## src/rtl/ndy_pkg.sv

```systemverilog
// ============================================================================
// ndy_pkg
// Shared types and constants of the nibble DPCM YUV 4:1:0 decoder.
// ============================================================================
package ndy_pkg;

  // Stream and sample widths
  localparam int WORD_W        = 32;
  localparam int BYTE_W        = 8;
  localparam int CODE_W        = 4;
  localparam int DIM_W         = 12;
  localparam int CFG_W         = 13;
  localparam int HDR_IDX_W     = 3;
  localparam int DELTA_ENTRIES = 16;
  localparam int OFFS_ENTRIES  = 4;
  localparam int PLANE_W       = 2;

  // Largest usable frame dimension; wider register values clamp to it
  localparam int MAX_DIMENSION = 4096;

  // Default depth of the command queue between front and back
  localparam int QUEUE_DEPTH_DEF = 4;

  // Register reset values
  localparam logic [CFG_W-1:0] FRAME_WIDTH_RST  = 13'd320;
  localparam logic [CFG_W-1:0] FRAME_HEIGHT_RST = 13'd240;

  // Register indexes (address bit 2 selects the register)
  localparam logic REG_FRAME_WIDTH  = 1'b0;
  localparam logic REG_FRAME_HEIGHT = 1'b1;

  // Sample planes
  localparam logic [PLANE_W-1:0] PLANE_Y  = 2'd0;
  localparam logic [PLANE_W-1:0] PLANE_CB = 2'd1;
  localparam logic [PLANE_W-1:0] PLANE_CR = 2'd2;

  // Luma samples per word
  localparam logic [CFG_W-1:0] STEP_CHROMA_ROW = 13'd4;
  localparam logic [CFG_W-1:0] STEP_LUMA_ROW   = 13'd8;

  // Last header word index and last sample index of each word kind
  localparam logic [HDR_IDX_W-1:0] HDR_LAST        = 3'd7;
  localparam logic [2:0]           SIDX_LAST_CHROMA = 3'd5;
  localparam logic [2:0]           SIDX_LAST_LUMA   = 3'd7;
  localparam logic [2:0]           SIDX_CB          = 3'd4;

  // Decoder phase
  typedef enum logic [1:0] {
    PH_HEADER,
    PH_OFFSETS,
    PH_PIXELS
  } ndy_phase_t;

  // Kind of queued command
  typedef enum logic [1:0] {
    CMD_HEADER,
    CMD_OFFSETS,
    CMD_PIXELS
  } ndy_kind_t;

  // One classified word, handed from front to back
  typedef struct packed {
    ndy_kind_t              kind;
    logic [HDR_IDX_W-1:0]   hdr_idx;
    logic [WORD_W-1:0]      word;
    logic                   chroma;
    logic [DIM_W-1:0]       column;
    logic [DIM_W-1:0]       row;
    logic                   frame_done;
  } ndy_cmd_t;

endpackage

```

## src/rtl/ndy_front.sv

```systemverilog
// ============================================================================
// ndy_front
// Accepts stream words, tracks header/offset/pixel phase and row/column
// position, and pushes one classified command per word into the queue.
// ============================================================================
module ndy_front (
  input  logic                      clk,
  input  logic                      rst_n,
  input  logic                      in_valid,
  input  logic                      in_first,
  input  logic [ndy_pkg::WORD_W-1:0] in_word,
  input  logic [ndy_pkg::CFG_W-1:0] frame_width,
  input  logic [ndy_pkg::CFG_W-1:0] frame_height,
  input  logic                      q_full,
  output logic                      in_ready,
  output logic                      q_push,
  output ndy_pkg::ndy_cmd_t         q_cmd
);
  import ndy_pkg::*;

  localparam logic [CFG_W-1:0] MAX_DIM_C = CFG_W'(MAX_DIMENSION);

  ndy_phase_t           phase_r, phase_nxt;
  logic [HDR_IDX_W-1:0] hidx_r, hidx_nxt;
  logic [DIM_W-1:0]     row_r, row_nxt;
  logic [DIM_W-1:0]     col_r, col_nxt;

  // position as seen by this word, after a possible restart
  ndy_phase_t           phase_cur;
  logic [HDR_IDX_W-1:0] hidx_cur;
  logic [DIM_W-1:0]     row_cur;
  logic [DIM_W-1:0]     col_cur;
  logic                 chroma;
  logic [CFG_W-1:0]     eff_w, eff_h, col_adv, row_adv;
  logic                 row_end, frame_end;

  assign in_ready = !q_full;
  assign q_push   = in_valid && in_ready;

  // restart handling and row/frame end detection
  always_comb begin
    phase_cur = in_first ? PH_HEADER : phase_r;
    hidx_cur  = in_first ? '0 : hidx_r;
    row_cur   = in_first ? '0 : row_r;
    col_cur   = in_first ? '0 : col_r;
    chroma    = (row_cur[1:0] == 2'b00);
    eff_w     = (frame_width  > MAX_DIM_C) ? MAX_DIM_C : frame_width;
    eff_h     = (frame_height > MAX_DIM_C) ? MAX_DIM_C : frame_height;
    col_adv   = {1'b0, col_cur} + (chroma ? STEP_CHROMA_ROW : STEP_LUMA_ROW);
    row_adv   = {1'b0, row_cur} + CFG_W'(1);
    row_end   = (col_adv >= eff_w);
    frame_end = row_end && (row_adv >= eff_h);
  end

  // next state
  always_comb begin
    phase_nxt = phase_r;
    hidx_nxt  = hidx_r;
    row_nxt   = row_r;
    col_nxt   = col_r;
    if (q_push) begin
      phase_nxt = phase_cur;
      hidx_nxt  = hidx_cur;
      row_nxt   = row_cur;
      col_nxt   = col_cur;
      case (phase_cur)
        PH_OFFSETS: begin
          phase_nxt = PH_PIXELS;
        end
        PH_PIXELS: begin
          if (!row_end) begin
            col_nxt = col_adv[DIM_W-1:0];
          end else begin
            col_nxt = '0;
            if (frame_end) begin
              phase_nxt = PH_HEADER;
              hidx_nxt  = '0;
              row_nxt   = '0;
            end else begin
              row_nxt = row_adv[DIM_W-1:0];
              if (row_adv[1:0] == 2'b00) begin
                phase_nxt = PH_OFFSETS;
              end
            end
          end
        end
        default: begin
          // header word; an unused phase code acts as header too
          if (hidx_cur == HDR_LAST) begin
            hidx_nxt  = '0;
            row_nxt   = '0;
            col_nxt   = '0;
            phase_nxt = PH_OFFSETS;
          end else begin
            hidx_nxt  = hidx_cur + HDR_IDX_W'(1);
            phase_nxt = PH_HEADER;
          end
        end
      endcase
    end
  end

  // command for the back end
  always_comb begin
    q_cmd.hdr_idx    = hidx_cur;
    q_cmd.word       = in_word;
    q_cmd.chroma     = chroma;
    q_cmd.column     = col_cur;
    q_cmd.row        = row_cur;
    q_cmd.frame_done = frame_end;
    case (phase_cur)
      PH_OFFSETS: q_cmd.kind = CMD_OFFSETS;
      PH_PIXELS:  q_cmd.kind = CMD_PIXELS;
      default:    q_cmd.kind = CMD_HEADER;
    endcase
  end

  always_ff @(posedge clk) begin
    if (!rst_n) begin
      phase_r <= PH_HEADER;
      hidx_r  <= '0;
      row_r   <= '0;
      col_r   <= '0;
    end else begin
      phase_r <= phase_nxt;
      hidx_r  <= hidx_nxt;
      row_r   <= row_nxt;
      col_r   <= col_nxt;
    end
  end

  // header index only counts while in header phase
  a_hidx_in_header: assert property (@(posedge clk) disable iff (!rst_n)
    (hidx_r != '0) |-> (phase_r == PH_HEADER))
    else $error("header index nonzero outside header phase");

  // a row position only exists while decoding pixels
  a_col_in_pixels: assert property (@(posedge clk) disable iff (!rst_n)
    (col_r != '0) |-> (phase_r == PH_PIXELS))
    else $error("column nonzero outside pixel phase");

endmodule

```

## src/rtl/ndy_queue.sv

```systemverilog
// ============================================================================
// ndy_queue
// Short command queue that decouples the front classifier from the back
// sample generator.
// ============================================================================
module ndy_queue #(
  parameter int DEPTH = ndy_pkg::QUEUE_DEPTH_DEF
) (
  input  logic              clk,
  input  logic              rst_n,
  input  logic              push,
  input  ndy_pkg::ndy_cmd_t push_data,
  input  logic              pop,
  output ndy_pkg::ndy_cmd_t pop_data,
  output logic              full,
  output logic              empty
);
  import ndy_pkg::*;

  localparam int PTR_W = (DEPTH > 1) ? $clog2(DEPTH) : 1;
  localparam int CNT_W = $clog2(DEPTH + 1);
  localparam logic [PTR_W-1:0] PTR_LAST = PTR_W'(DEPTH - 1);

  ndy_cmd_t          mem_r [DEPTH];
  logic [PTR_W-1:0]  wr_ptr_r, wr_ptr_nxt;
  logic [PTR_W-1:0]  rd_ptr_r, rd_ptr_nxt;
  logic [CNT_W-1:0]  count_r, count_nxt;
  logic              do_push, do_pop;

  assign full     = (count_r == CNT_W'(DEPTH));
  assign empty    = (count_r == '0);
  assign do_push  = push && !full;
  assign do_pop   = pop && !empty;
  assign pop_data = mem_r[rd_ptr_r];

  // pointer and fill count update
  always_comb begin
    wr_ptr_nxt = wr_ptr_r;
    rd_ptr_nxt = rd_ptr_r;
    count_nxt  = count_r;
    if (do_push) begin
      wr_ptr_nxt = (wr_ptr_r == PTR_LAST) ? '0 : wr_ptr_r + PTR_W'(1);
    end
    if (do_pop) begin
      rd_ptr_nxt = (rd_ptr_r == PTR_LAST) ? '0 : rd_ptr_r + PTR_W'(1);
    end
    case ({do_push, do_pop})
      2'b10:   count_nxt = count_r + CNT_W'(1);
      2'b01:   count_nxt = count_r - CNT_W'(1);
      default: count_nxt = count_r;
    endcase
  end

  always_ff @(posedge clk) begin
    if (!rst_n) begin
      wr_ptr_r <= '0;
      rd_ptr_r <= '0;
      count_r  <= '0;
    end else begin
      wr_ptr_r <= wr_ptr_nxt;
      rd_ptr_r <= rd_ptr_nxt;
      count_r  <= count_nxt;
    end
  end

  // storage, no reset
  always_ff @(posedge clk) begin
    if (do_push) begin
      mem_r[wr_ptr_r] <= push_data;
    end
  end

  a_count_range: assert property (@(posedge clk) disable iff (!rst_n)
    count_r <= CNT_W'(DEPTH))
    else $error("queue fill count beyond depth");

endmodule

```

## src/rtl/ndy_back.sv

```systemverilog
// ============================================================================
// ndy_back
// Executes queued commands: loads the delta table and row offsets, and
// expands pixel words into luma and chroma samples, one per cycle unless stalled.
// ============================================================================
module ndy_back (
  input  logic                        clk,
  input  logic                        rst_n,
  input  ndy_pkg::ndy_cmd_t           q_cmd,
  input  logic                        q_empty,
  output logic                        q_pop,
  output logic                        out_valid,
  input  logic                        out_ready,
  output logic [ndy_pkg::PLANE_W-1:0] out_plane,
  output logic [ndy_pkg::DIM_W-1:0]   out_column,
  output logic [ndy_pkg::DIM_W-1:0]   out_row,
  output logic [ndy_pkg::BYTE_W-1:0]  out_value,
  output logic                        out_last_of_word,
  output logic                        out_frame_end
);
  import ndy_pkg::*;

  localparam int DIDX_W = $clog2(DELTA_ENTRIES);

  // current pixel word
  ndy_cmd_t         cur_r;
  logic             cur_valid_r;
  logic [2:0]       sidx_r;
  logic [BYTE_W-1:0] acc_r;

  // decode tables
  logic [BYTE_W-1:0] delta_r [DELTA_ENTRIES];
  logic [BYTE_W-1:0] offs_r  [OFFS_ENTRIES];

  // output register
  logic              out_valid_r;
  logic [PLANE_W-1:0] out_plane_r;
  logic [DIM_W-1:0]  out_column_r, out_row_r;
  logic [BYTE_W-1:0] out_value_r;
  logic              out_last_r, out_frame_end_r;

  logic              advance, finish, is_luma, is_first;
  logic [2:0]        sidx_last;
  logic [BYTE_W-1:0] b0, b1, b2, b3, code_byte, luma_val;
  logic [CODE_W-1:0] code;

  assign b0 = cur_r.word[7:0];
  assign b1 = cur_r.word[15:8];
  assign b2 = cur_r.word[23:16];
  assign b3 = cur_r.word[31:24];

  // sequencing of samples within a word
  always_comb begin
    sidx_last = cur_r.chroma ? SIDX_LAST_CHROMA : SIDX_LAST_LUMA;
    advance   = cur_valid_r && (!out_valid_r || out_ready);
    finish    = advance && (sidx_r == sidx_last);
    q_pop     = !q_empty && (!cur_valid_r || finish);
    is_luma   = !cur_r.chroma || !sidx_r[2];
    is_first  = (cur_r.column == '0) && (sidx_r == '0);
  end

  // nibble select: 2lo,2hi,3lo,3hi,0lo,0hi,1lo,1hi; chroma rows 2lo,2hi,0lo,0hi
  always_comb begin
    if (cur_r.chroma) begin
      code_byte = sidx_r[1] ? b0 : b2;
    end else begin
      case (sidx_r[2:1])
        2'd0:    code_byte = b2;
        2'd1:    code_byte = b3;
        2'd2:    code_byte = b0;
        default: code_byte = b1;
      endcase
    end
    code     = sidx_r[0] ? code_byte[7:4] : code_byte[3:0];
    luma_val = is_first ? offs_r[cur_r.row[1:0]] : acc_r + delta_r[code];
  end

  // control registers
  always_ff @(posedge clk) begin
    if (!rst_n) begin
      cur_valid_r <= 1'b0;
      sidx_r      <= '0;
      out_valid_r <= 1'b0;
      acc_r       <= '0;
    end else begin
      if (q_pop && (q_cmd.kind == CMD_PIXELS)) begin
        cur_valid_r <= 1'b1;
      end else if (finish) begin
        cur_valid_r <= 1'b0;
      end
      if (finish) begin
        sidx_r <= '0;
      end else if (advance) begin
        sidx_r <= sidx_r + 3'd1;
      end
      if (advance) begin
        out_valid_r <= 1'b1;
      end else if (out_ready) begin
        out_valid_r <= 1'b0;
      end
      if (advance && is_luma) begin
        acc_r <= luma_val;
      end
    end
  end

  // current word and table loads
  always_ff @(posedge clk) begin
    if (q_pop) begin
      case (q_cmd.kind)
        CMD_PIXELS: begin
          cur_r <= q_cmd;
        end
        CMD_OFFSETS: begin
          offs_r[0] <= q_cmd.word[7:0];
          offs_r[1] <= q_cmd.word[15:8];
          offs_r[2] <= q_cmd.word[23:16];
          offs_r[3] <= q_cmd.word[31:24];
        end
        default: begin
          delta_r[{q_cmd.hdr_idx, 1'b0}] <= q_cmd.word[7:0];
          delta_r[{q_cmd.hdr_idx, 1'b1}] <= q_cmd.word[23:16];
        end
      endcase
    end
  end

  // output payload
  always_ff @(posedge clk) begin
    if (advance) begin
      out_last_r      <= (sidx_r == sidx_last);
      out_frame_end_r <= (sidx_r == sidx_last) && cur_r.frame_done;
      if (is_luma) begin
        out_plane_r  <= PLANE_Y;
        out_column_r <= cur_r.column + DIM_W'(sidx_r);
        out_row_r    <= cur_r.row;
        out_value_r  <= luma_val;
      end else begin
        out_plane_r  <= (sidx_r == SIDX_CB) ? PLANE_CB : PLANE_CR;
        out_column_r <= cur_r.column >> 2;
        out_row_r    <= cur_r.row >> 2;
        out_value_r  <= (sidx_r == SIDX_CB) ? b3 : b1;
      end
    end
  end

  assign out_valid        = out_valid_r;
  assign out_plane        = out_plane_r;
  assign out_column       = out_column_r;
  assign out_row          = out_row_r;
  assign out_value        = out_value_r;
  assign out_last_of_word = out_last_r;
  assign out_frame_end    = out_frame_end_r;

  // the delta index covers the whole table
  a_delta_index: assert property (@(posedge clk) disable iff (!rst_n)
    (q_pop && (q_cmd.kind == CMD_HEADER)) |-> (DIDX_W == HDR_IDX_W + 1))
    else $error("delta table index width mismatch");

  a_sidx_range: assert property (@(posedge clk) disable iff (!rst_n)
    cur_valid_r |-> (sidx_r <= sidx_last))
    else $error("sample index past end of word");

  a_frame_end_last: assert property (@(posedge clk) disable iff (!rst_n)
    (out_valid_r && out_frame_end_r) |-> out_last_r)
    else $error("frame end on a sample that does not close its word");

endmodule

```

## src/rtl/nibble_dpcm_yuv410_decoder.sv

```systemverilog
// ============================================================================
// nibble_dpcm_yuv410_decoder
// Nibble DPCM intra frame decoder producing YUV 4:1:0 samples.
// ============================================================================
// Words of four stream bytes enter on in_*; each is classified by the front
// end (header, row offsets or pixels) and queued, and the back end turns pixel
// words into samples on out_*, one sample per cycle while out_tready allows,
// through a single output register. A pixel word in an ordinary row gives 8
// luma samples; in every fourth row, starting with row 0, it gives 4 luma, Cb
// and Cr. Header and offset words are consumed by the back end and emit nothing;
// one that sits between two pixel words leaves a gap in the samples. The queue
// holds QUEUE_DEPTH words, so the input keeps accepting while samples wait.
// frame_width (address 0) and frame_height (address 4) are read by the front
// end as each word is accepted; write them only while the block is idle.
// ============================================================================
module nibble_dpcm_yuv410_decoder #(
  parameter int QUEUE_DEPTH = ndy_pkg::QUEUE_DEPTH_DEF
) (
  input  logic        clk,
  input  logic        rst_n,
  // input word stream
  input  logic        in_tvalid,
  output logic        in_tready,
  input  logic [31:0] in_tdata,   // byte0[7:0], byte1[15:8], byte2[23:16], byte3[31:24]
  input  logic [0:0]  in_tuser,   // first_word[0]
  // sample stream
  output logic        out_tvalid,
  input  logic        out_tready,
  output logic [31:0] out_tdata,  // column[11:0], row[23:12], sample_value[31:24]
  output logic [2:0]  out_tuser,  // plane[1:0], last_of_word[2]
  output logic        out_tlast,  // frame_end
  // configuration
  input  logic        cfg_psel,
  input  logic        cfg_penable,
  input  logic        cfg_pwrite,
  input  logic [2:0]  cfg_paddr,
  input  logic [31:0] cfg_pwdata,
  output logic [31:0] cfg_prdata,
  output logic        cfg_pready
);
  import ndy_pkg::*;

  logic [CFG_W-1:0] frame_width_r, frame_height_r;
  logic             cfg_wr;

  logic             q_push, q_pop, q_full, q_empty;
  ndy_cmd_t         push_cmd, pop_cmd;

  logic [PLANE_W-1:0] s_plane;
  logic [DIM_W-1:0]   s_column, s_row;
  logic [BYTE_W-1:0]  s_value;
  logic               s_last, s_frame_end;

  // register file
  assign cfg_pready = 1'b1;
  assign cfg_wr     = cfg_psel && cfg_penable && cfg_pwrite && cfg_pready;

  always_ff @(posedge clk) begin
    if (!rst_n) begin
      frame_width_r  <= FRAME_WIDTH_RST;
      frame_height_r <= FRAME_HEIGHT_RST;
    end else if (cfg_wr) begin
      case (cfg_paddr[2])
        REG_FRAME_WIDTH:  frame_width_r  <= cfg_pwdata[CFG_W-1:0];
        REG_FRAME_HEIGHT: frame_height_r <= cfg_pwdata[CFG_W-1:0];
        default:          frame_width_r  <= frame_width_r;
      endcase
    end
  end

  always_comb begin
    case (cfg_paddr[2])
      REG_FRAME_HEIGHT: cfg_prdata = {{(32-CFG_W){1'b0}}, frame_height_r};
      default:          cfg_prdata = {{(32-CFG_W){1'b0}}, frame_width_r};
    endcase
  end

  // front end: classification and position tracking
  ndy_front u_front (
    .clk          (clk),
    .rst_n        (rst_n),
    .in_valid     (in_tvalid),
    .in_first     (in_tuser[0]),
    .in_word      (in_tdata),
    .frame_width  (frame_width_r),
    .frame_height (frame_height_r),
    .q_full       (q_full),
    .in_ready     (in_tready),
    .q_push       (q_push),
    .q_cmd        (push_cmd)
  );

  // command queue
  ndy_queue #(
    .DEPTH (QUEUE_DEPTH)
  ) u_queue (
    .clk       (clk),
    .rst_n     (rst_n),
    .push      (q_push),
    .push_data (push_cmd),
    .pop       (q_pop),
    .pop_data  (pop_cmd),
    .full      (q_full),
    .empty     (q_empty)
  );

  // back end: sample generation
  ndy_back u_back (
    .clk              (clk),
    .rst_n            (rst_n),
    .q_cmd            (pop_cmd),
    .q_empty          (q_empty),
    .q_pop            (q_pop),
    .out_valid        (out_tvalid),
    .out_ready        (out_tready),
    .out_plane        (s_plane),
    .out_column       (s_column),
    .out_row          (s_row),
    .out_value        (s_value),
    .out_last_of_word (s_last),
    .out_frame_end    (s_frame_end)
  );

  // output packing
  assign out_tdata = {s_value, s_row, s_column};
  assign out_tuser = {s_last, s_plane};
  assign out_tlast = s_frame_end;

endmodule
```

## config.mk

```make
export PLATFORM = sky130hd
export DESIGN_NAME = nibble_dpcm_yuv410_decoder
export DESIGN_NICKNAME = d
export VERILOG_FILES = /design/src/rtl/ndy_pkg.sv /design/src/rtl/ndy_front.sv /design/src/rtl/ndy_queue.sv /design/src/rtl/ndy_back.sv /design/src/rtl/nibble_dpcm_yuv410_decoder.sv
export SDC_FILE = /design/constraint.sdc
export NUM_CORES = 1
export LEC_CHECK = 0
export CORE_ASPECT_RATIO = 1.5
export CORE_UTILIZATION = 68
export CTS_BUF_LIST = sky130_fd_sc_hd__clkbuf_16
export DETAILED_ROUTE_END_ITERATION = 8
export DONT_BUFFER_PORTS = 1
export PLACE_DENSITY = 0.84
export SYNTH_ARGS = -nofsm -noshare
export SYNTH_HDL_FRONTEND = slang
export SYNTH_SLANG_ARGS = --single-unit
```

## constraint.sdc

```tcl
create_clock -name clk -period 10.83 [get_ports clk]
set_input_delay 1.6245 -clock clk [delete_from_list [all_inputs] [get_ports clk]]
set_output_delay 1.6245 -clock clk [all_outputs]
set_load 0.1 [all_outputs]
```

Word-level counts from Yosys, hierarchy flattened:

Memories as Yosys holds them, arrays and structs flattened. A register that Yosys moved wholly into a read port is not among the register bits.
Cells that the tools add are included.

* register bits: 169
* bits in writable memories: 412
* output and inout bits: 71
* word-level logic and storage cells: 149
* memories: 3

* add/subtract/negate cells: 10
* order comparisons: 4
* equal/unequal tests: 14
* muxes and demuxes: 54
* bitwise operators: 2
* reduce and logical (&&, ||, !) cells: 36

Memories
* u_queue.mem_r: words 4, width 63, read ports 1, clocked after Yosys merged registers in 1, write ports 1, RTL line ndy_queue.sv:24 `ndy_cmd_t mem_r [DEPTH];`
* u_back.delta_r: words 16, width 8, read ports 1, clocked after Yosys merged registers in 0, write ports 2, RTL line ndy_back.sv:32 `logic [BYTE_W-1:0] delta_r [DELTA_ENTRIES];`
* u_back.offs_r: words 4, width 8, read ports 1, clocked after Yosys merged registers in 1, write ports 4, RTL line ndy_back.sv:33 `logic [BYTE_W-1:0] offs_r [OFFS_ENTRIES];`

Operator list (count)
* 12-bit two-way mux: 7
* 12-bit case mux with 2 select lines: 2
* 8-bit two-way mux: 5
* 13-bit two-way mux: 3
* 13-bit >= comparator: 2
* 13-bit > comparator, second input constant: 2
* 8-bit case mux with 3 select lines: 1
* 2-bit two-way mux: 11
* 10-bit two-way mux: 2
* 12-bit by 1-bit adder with 13-bit output, second input constant: 1
* 12-bit by 13-bit adder with 13-bit output: 1
* 1-bit logical AND: 13
* 1-bit two-way mux: 13
* 12-bit by 3-bit adder with 12-bit output: 1
* 2-bit equality test, second input constant: 6
* 12-bit zero test: 1
* 3-bit two-way mux: 4
* 3-bit case mux with 2 select lines: 2
* 3-bit by 1-bit adder with 3-bit output, second input constant: 3
* 3-bit equality test, second input constant: 3
* 8-bit adder: 1
* 2-bit by 1-bit equality test with 1-bit output, second input constant: 4
* 4-bit two-way mux: 2
* 2-bit case mux with 2 select lines: 2
* 11 further kinds: 28

Logic depth before layout (Yosys ltp):

* word-level depth: 9
* gate-level depth with buffers: 23

Hierarchy:

From an unflattened synthesis, not the netlist that was laid out.

* cells, all modules: 1639
* area total of the unflattened synthesis: 25241.7 µm²

By module, submodules not included
* ndy_back: instances 1, cells an instance 716, area each 11195.7 µm², sequential area each 7927.6 µm²
* ndy_queue: instances 1, cells an instance 385, area each 9656.8 µm², sequential area each 7747.4 µm²
* ndy_front: instances 1, cells an instance 394, area each 3019.1 µm², sequential area each 580.6 µm²
* nibble_dpcm_yuv410_decoder: instances 1, cells an instance 144, area each 1370.1 µm², sequential area each 520.5 µm²

Worst setup path before layout:

Ideal clock, no wire load.

* path kind: in2reg
* start point: input in_tuser
* end point: register u_front.row_r[0]
* setup time: 0.091 ns
* data arrival time: 6.180 ns
* required time: 10.739 ns
* path slack: 4.559 ns
* stages: 22
* path through: clkbuf_1 > clkbuf_1 > clkbuf_1 > nor2b_1 > inv_1 > ha_1 > ha_1 > inv_1 > fa_1 > nor3b_1 > nand3_1 > nor2_1 > and3_1 > ha_1 > o21a_1 > nor2_1 > or3_1 > o22ai_1 > nor3b_1 > clkbuf_1 > a22oi_1 > a311oi_1

RTL lines
* start: declaration: RTL line nibble_dpcm_yuv410_decoder.sv:25 `input logic [0:0] in_tuser,`
* end signal: assignment: RTL line ndy_front.sv:127 `row_r <= row_nxt;`
* end: declaration: RTL line ndy_front.sv:25 `logic [DIM_W-1:0] row_r, row_nxt;`

==> summary.md <==
| Metric | Value |
|---|---|
| Max_cap viols | 0 |
| # nets final | 1,723 |
| Clock Pin Slew Worst Setup and Hold Paths | ~0.07 ns |
| Pin count of the biggest net entering global routing | between 60 and 70 |
| F_max | 0.152 GHz |
| Post-Synth Simple-Gate Area | 0.0672 |
| Tightest hold margin | 0.458 ns |
| FF-to-FF setup slack | 4.91 ns |
| Ratio of cells with drive above 1 in the final layout | 0.139 |
| Cell count after synthesis | approximately 1,600 |
| Sequential share of the synthesized area | 0.684 |
| FF-to-FF Start | u_front.row_r[0] |
| Top FF cell, synth | edfxtp_1 |
| Die area | 0.0368 mm² |
| P_leak | around 9 nW |
| Fin crit period | approximately 6.6 ns |
| Clk_lat worst skew | roughly 0.58 ns |
| Maximum vdd ir drop | between 150 and 200 µV |
| H-tree lvl count | 2 |
| Global-route usage over all layers | 0.296 |
| Post-synth cell types | 56 |
| Hold Path Class | reg2reg |
| Total Wirelength | about 53 mm |
| Status | finished clean |
| Clock tree buffer depth | 3 |
| Placed cells | 2,013 |
| Critical Path RT | approximately 11 ns |
| CP Capture Type | flip-flop |
| Final ANT Viol Nets | 0 |
| 1st-pass router iterations | 7 |
| Via/cell ratio | 6.52 |
| Critical Path Start Type | input port |
| EDFF count, synth | roughly 500 |
| Avg Cell Area, Syn | between 15 and 20 µm² |
| Synth Register Bits | about 590 |
| N_diodes | 0 |
| Post-cts gate resize count | 0 |
| Boundary pin count | 146 |
| Complex-gate fraction of the synthesized area | 0.0521 |
| Drt wl/cell | roughly 25 µm |
| Vias | ~14,000 |
| Rel. slew slack | 0.121 |
| Die Wd | around 160 µm |
| Num CTS Buffers | between 40 and 50 |
| I/O Buffers | 0 |
| DP Wirelength | 33.5 mm |
| Mux cell area share after synthesis | 0.128 |
| R2R Path End | u_front.row_r[2] |
| Setup-failing EPs final | 0 |
| Total setup buffers inserted after CTS | 0 |
| Final Wtd Congestion | between 0.9 and 1 |
| Residual DRC count | 0 |
| DR iter-0 viols | approximately 1,300 |
| Slew @ Worst Pin | between 1 and 1.5 ns |
| R2R cell count | 18 |
| Commonest cells after routing, fill and taps aside | edfxtp_1 (506), nand2_1 (169), mux2i_1 (84) |
| Rows | 84 |
| First-pass GRT wire length | about 80 mm |
| Number of hold violations in the final report | 0 |
| Last element of the critical path | u_front.row_r[2] |
| Area grow syn2layout | 7.96% |
| Area of the core | 0.0353 mm² |
| Critical path origin | in_tuser |
| PwrDens | between 200 and 300 mW/mm² |
| Asr flop ratio synth | 0 |
| Clock root cell | clkbuf_16 |
| Fin. max-slew vios | 0 |
| Worst Path Arrival | between 7 and 8 ns |
| Post-layout util | 0.750 |
| Initial antenna violation count | 2 |
| Fin cells | between 2,000 and 2,500 |
| Layout Skew | ~0.017 ns |
| Grt ovf | 0 |
| Mapped cell area | 0.0245 mm² |
| Adder-cell area share of the yosys netlist | 0.0308 |
| Clk sinks | 585 |
| Main combinational cell family by area after synthesis | multiplexers |
| Fill count | 2,009 |
| Crit Path Category | in2reg |
| DP Area | 0.0249 mm² |
| Starting Density | 0.694 |
| Vias in the first global route | approximately 14,000 |
| Setup Total Neg Slack | 0 ns |
| Ys Warns | 0 |
| Post-Synth XOR/XNOR Area | 0.0132 |
| Final period utilization | 0.609 |
| Die Ht | 235 µm |
| Most common cell after layout, fill and taps aside | edfxtp_1 |
| TritonCTS clock tree | done |
| CTS Hold Bufs | 0 |
| Hold depth | 1 |
| RSZ-0062 raised after global routing | no |
| Fin area | roughly 0.026 mm² |
| Crit Path Max Fanout | between 40 and 50 |
where the power goes:
group          leakage (nW)  internal, mW  switching [mW]
registers              5.32          2.99           0.441
logic                  3.07         0.709            1.12
clock network         0.780         0.958           0.784
Yosys cell counts, drive strengths merged, types with 32 or more instances:
cell type	n	area, µm²
ha	54	676
edfxtp	506	15200
mux2i	84	841
nor2	76	285
nand2	170	638
o21ai	55	275
mux2	41	462
a21oi	70	350
clkbuf	52	195
inv	37	139
nor2b	32	200
mux4	81	1820
buf	44	267
dfxtp	79	1580
per-layer routing:
metal / track usage / wire (µm)
met5: 0 / 26
met4: 0.132 / 2270
met3: 0.0399 / 3510
met2: 0.536 / 28400
met1: 0.353 / 18600
flip-flops by register name, indices dropped and copies added, names as in the netlist, 13 cells and up, named ones only:
signal / cells
u_back.cur_r: 26
u_queue.mem_r: 252
frame_width_r: 13
frame_height_r: 13
u_back.offs_r: 32
u_back.delta_r: 128
worst min path at each step:
stage                     startpoint          endpoint  slack, ns
detailed placement  u_front.col_r[1]  u_front.col_r[1]       0.44
global route        u_front.col_r[0]  u_front.col_r[0]       0.48
finish              u_front.col_r[1]  u_front.col_r[1]       0.46
floorplan           u_front.col_r[2]  u_front.col_r[2]       0.42
CTS                 u_front.col_r[1]  u_front.col_r[1]       0.46
global placement    u_front.col_r[2]  u_front.col_r[2]       0.43
metrics by stage:
step                total power [mW]  setup slack [ns]
CTS                             7.00              4.31
floorplan                       4.71              4.56
detailed placement              5.26              3.76
finish                          7.00              4.23
global route                    7.23              3.93
global placement                5.15              4.01
critical path: stages:
cell and delay [ns]:
nand2b_1 0.22, ha_1 0.41, ha_1 0.25, inv_1 0.08
fa_1 0.43, nor3b_1 0.37, nand3_1 0.18, nor2_1 0.20
and3_1 0.18, ha_1 0.16, o21a_1 0.13, nor2_1 0.05
or3_1 0.36, o22ai_1 0.64, nor3b_1 1.12, a22oi_1 0.21
a2111oi_0 0.41
cell families (layout without fill, tap and decap cells):
logic type      after synthesis  after routing
simple gates                366            366
flops                       585            585
buf+inv                     134            148
fa+ha+maj                    58             58
mux                         206            206
xor+xnor                     37             37
other cells                   2             20
compound gates              210            210
area by class of cell:
cell class	count	area (µm²)	share of cell area
Sequential cell	585	16800	0.634
Timing Repair Buffer	20	150	0.00567
Tap cell	473	592	0.0224
Inverter	38	143	0.00539
Clock buffer	50	1250	0.0473
Multi-Input combinational cell	897	7230	0.273
Clock inverter	40	327	0.0123
Power figures use the tool's default switching activity.
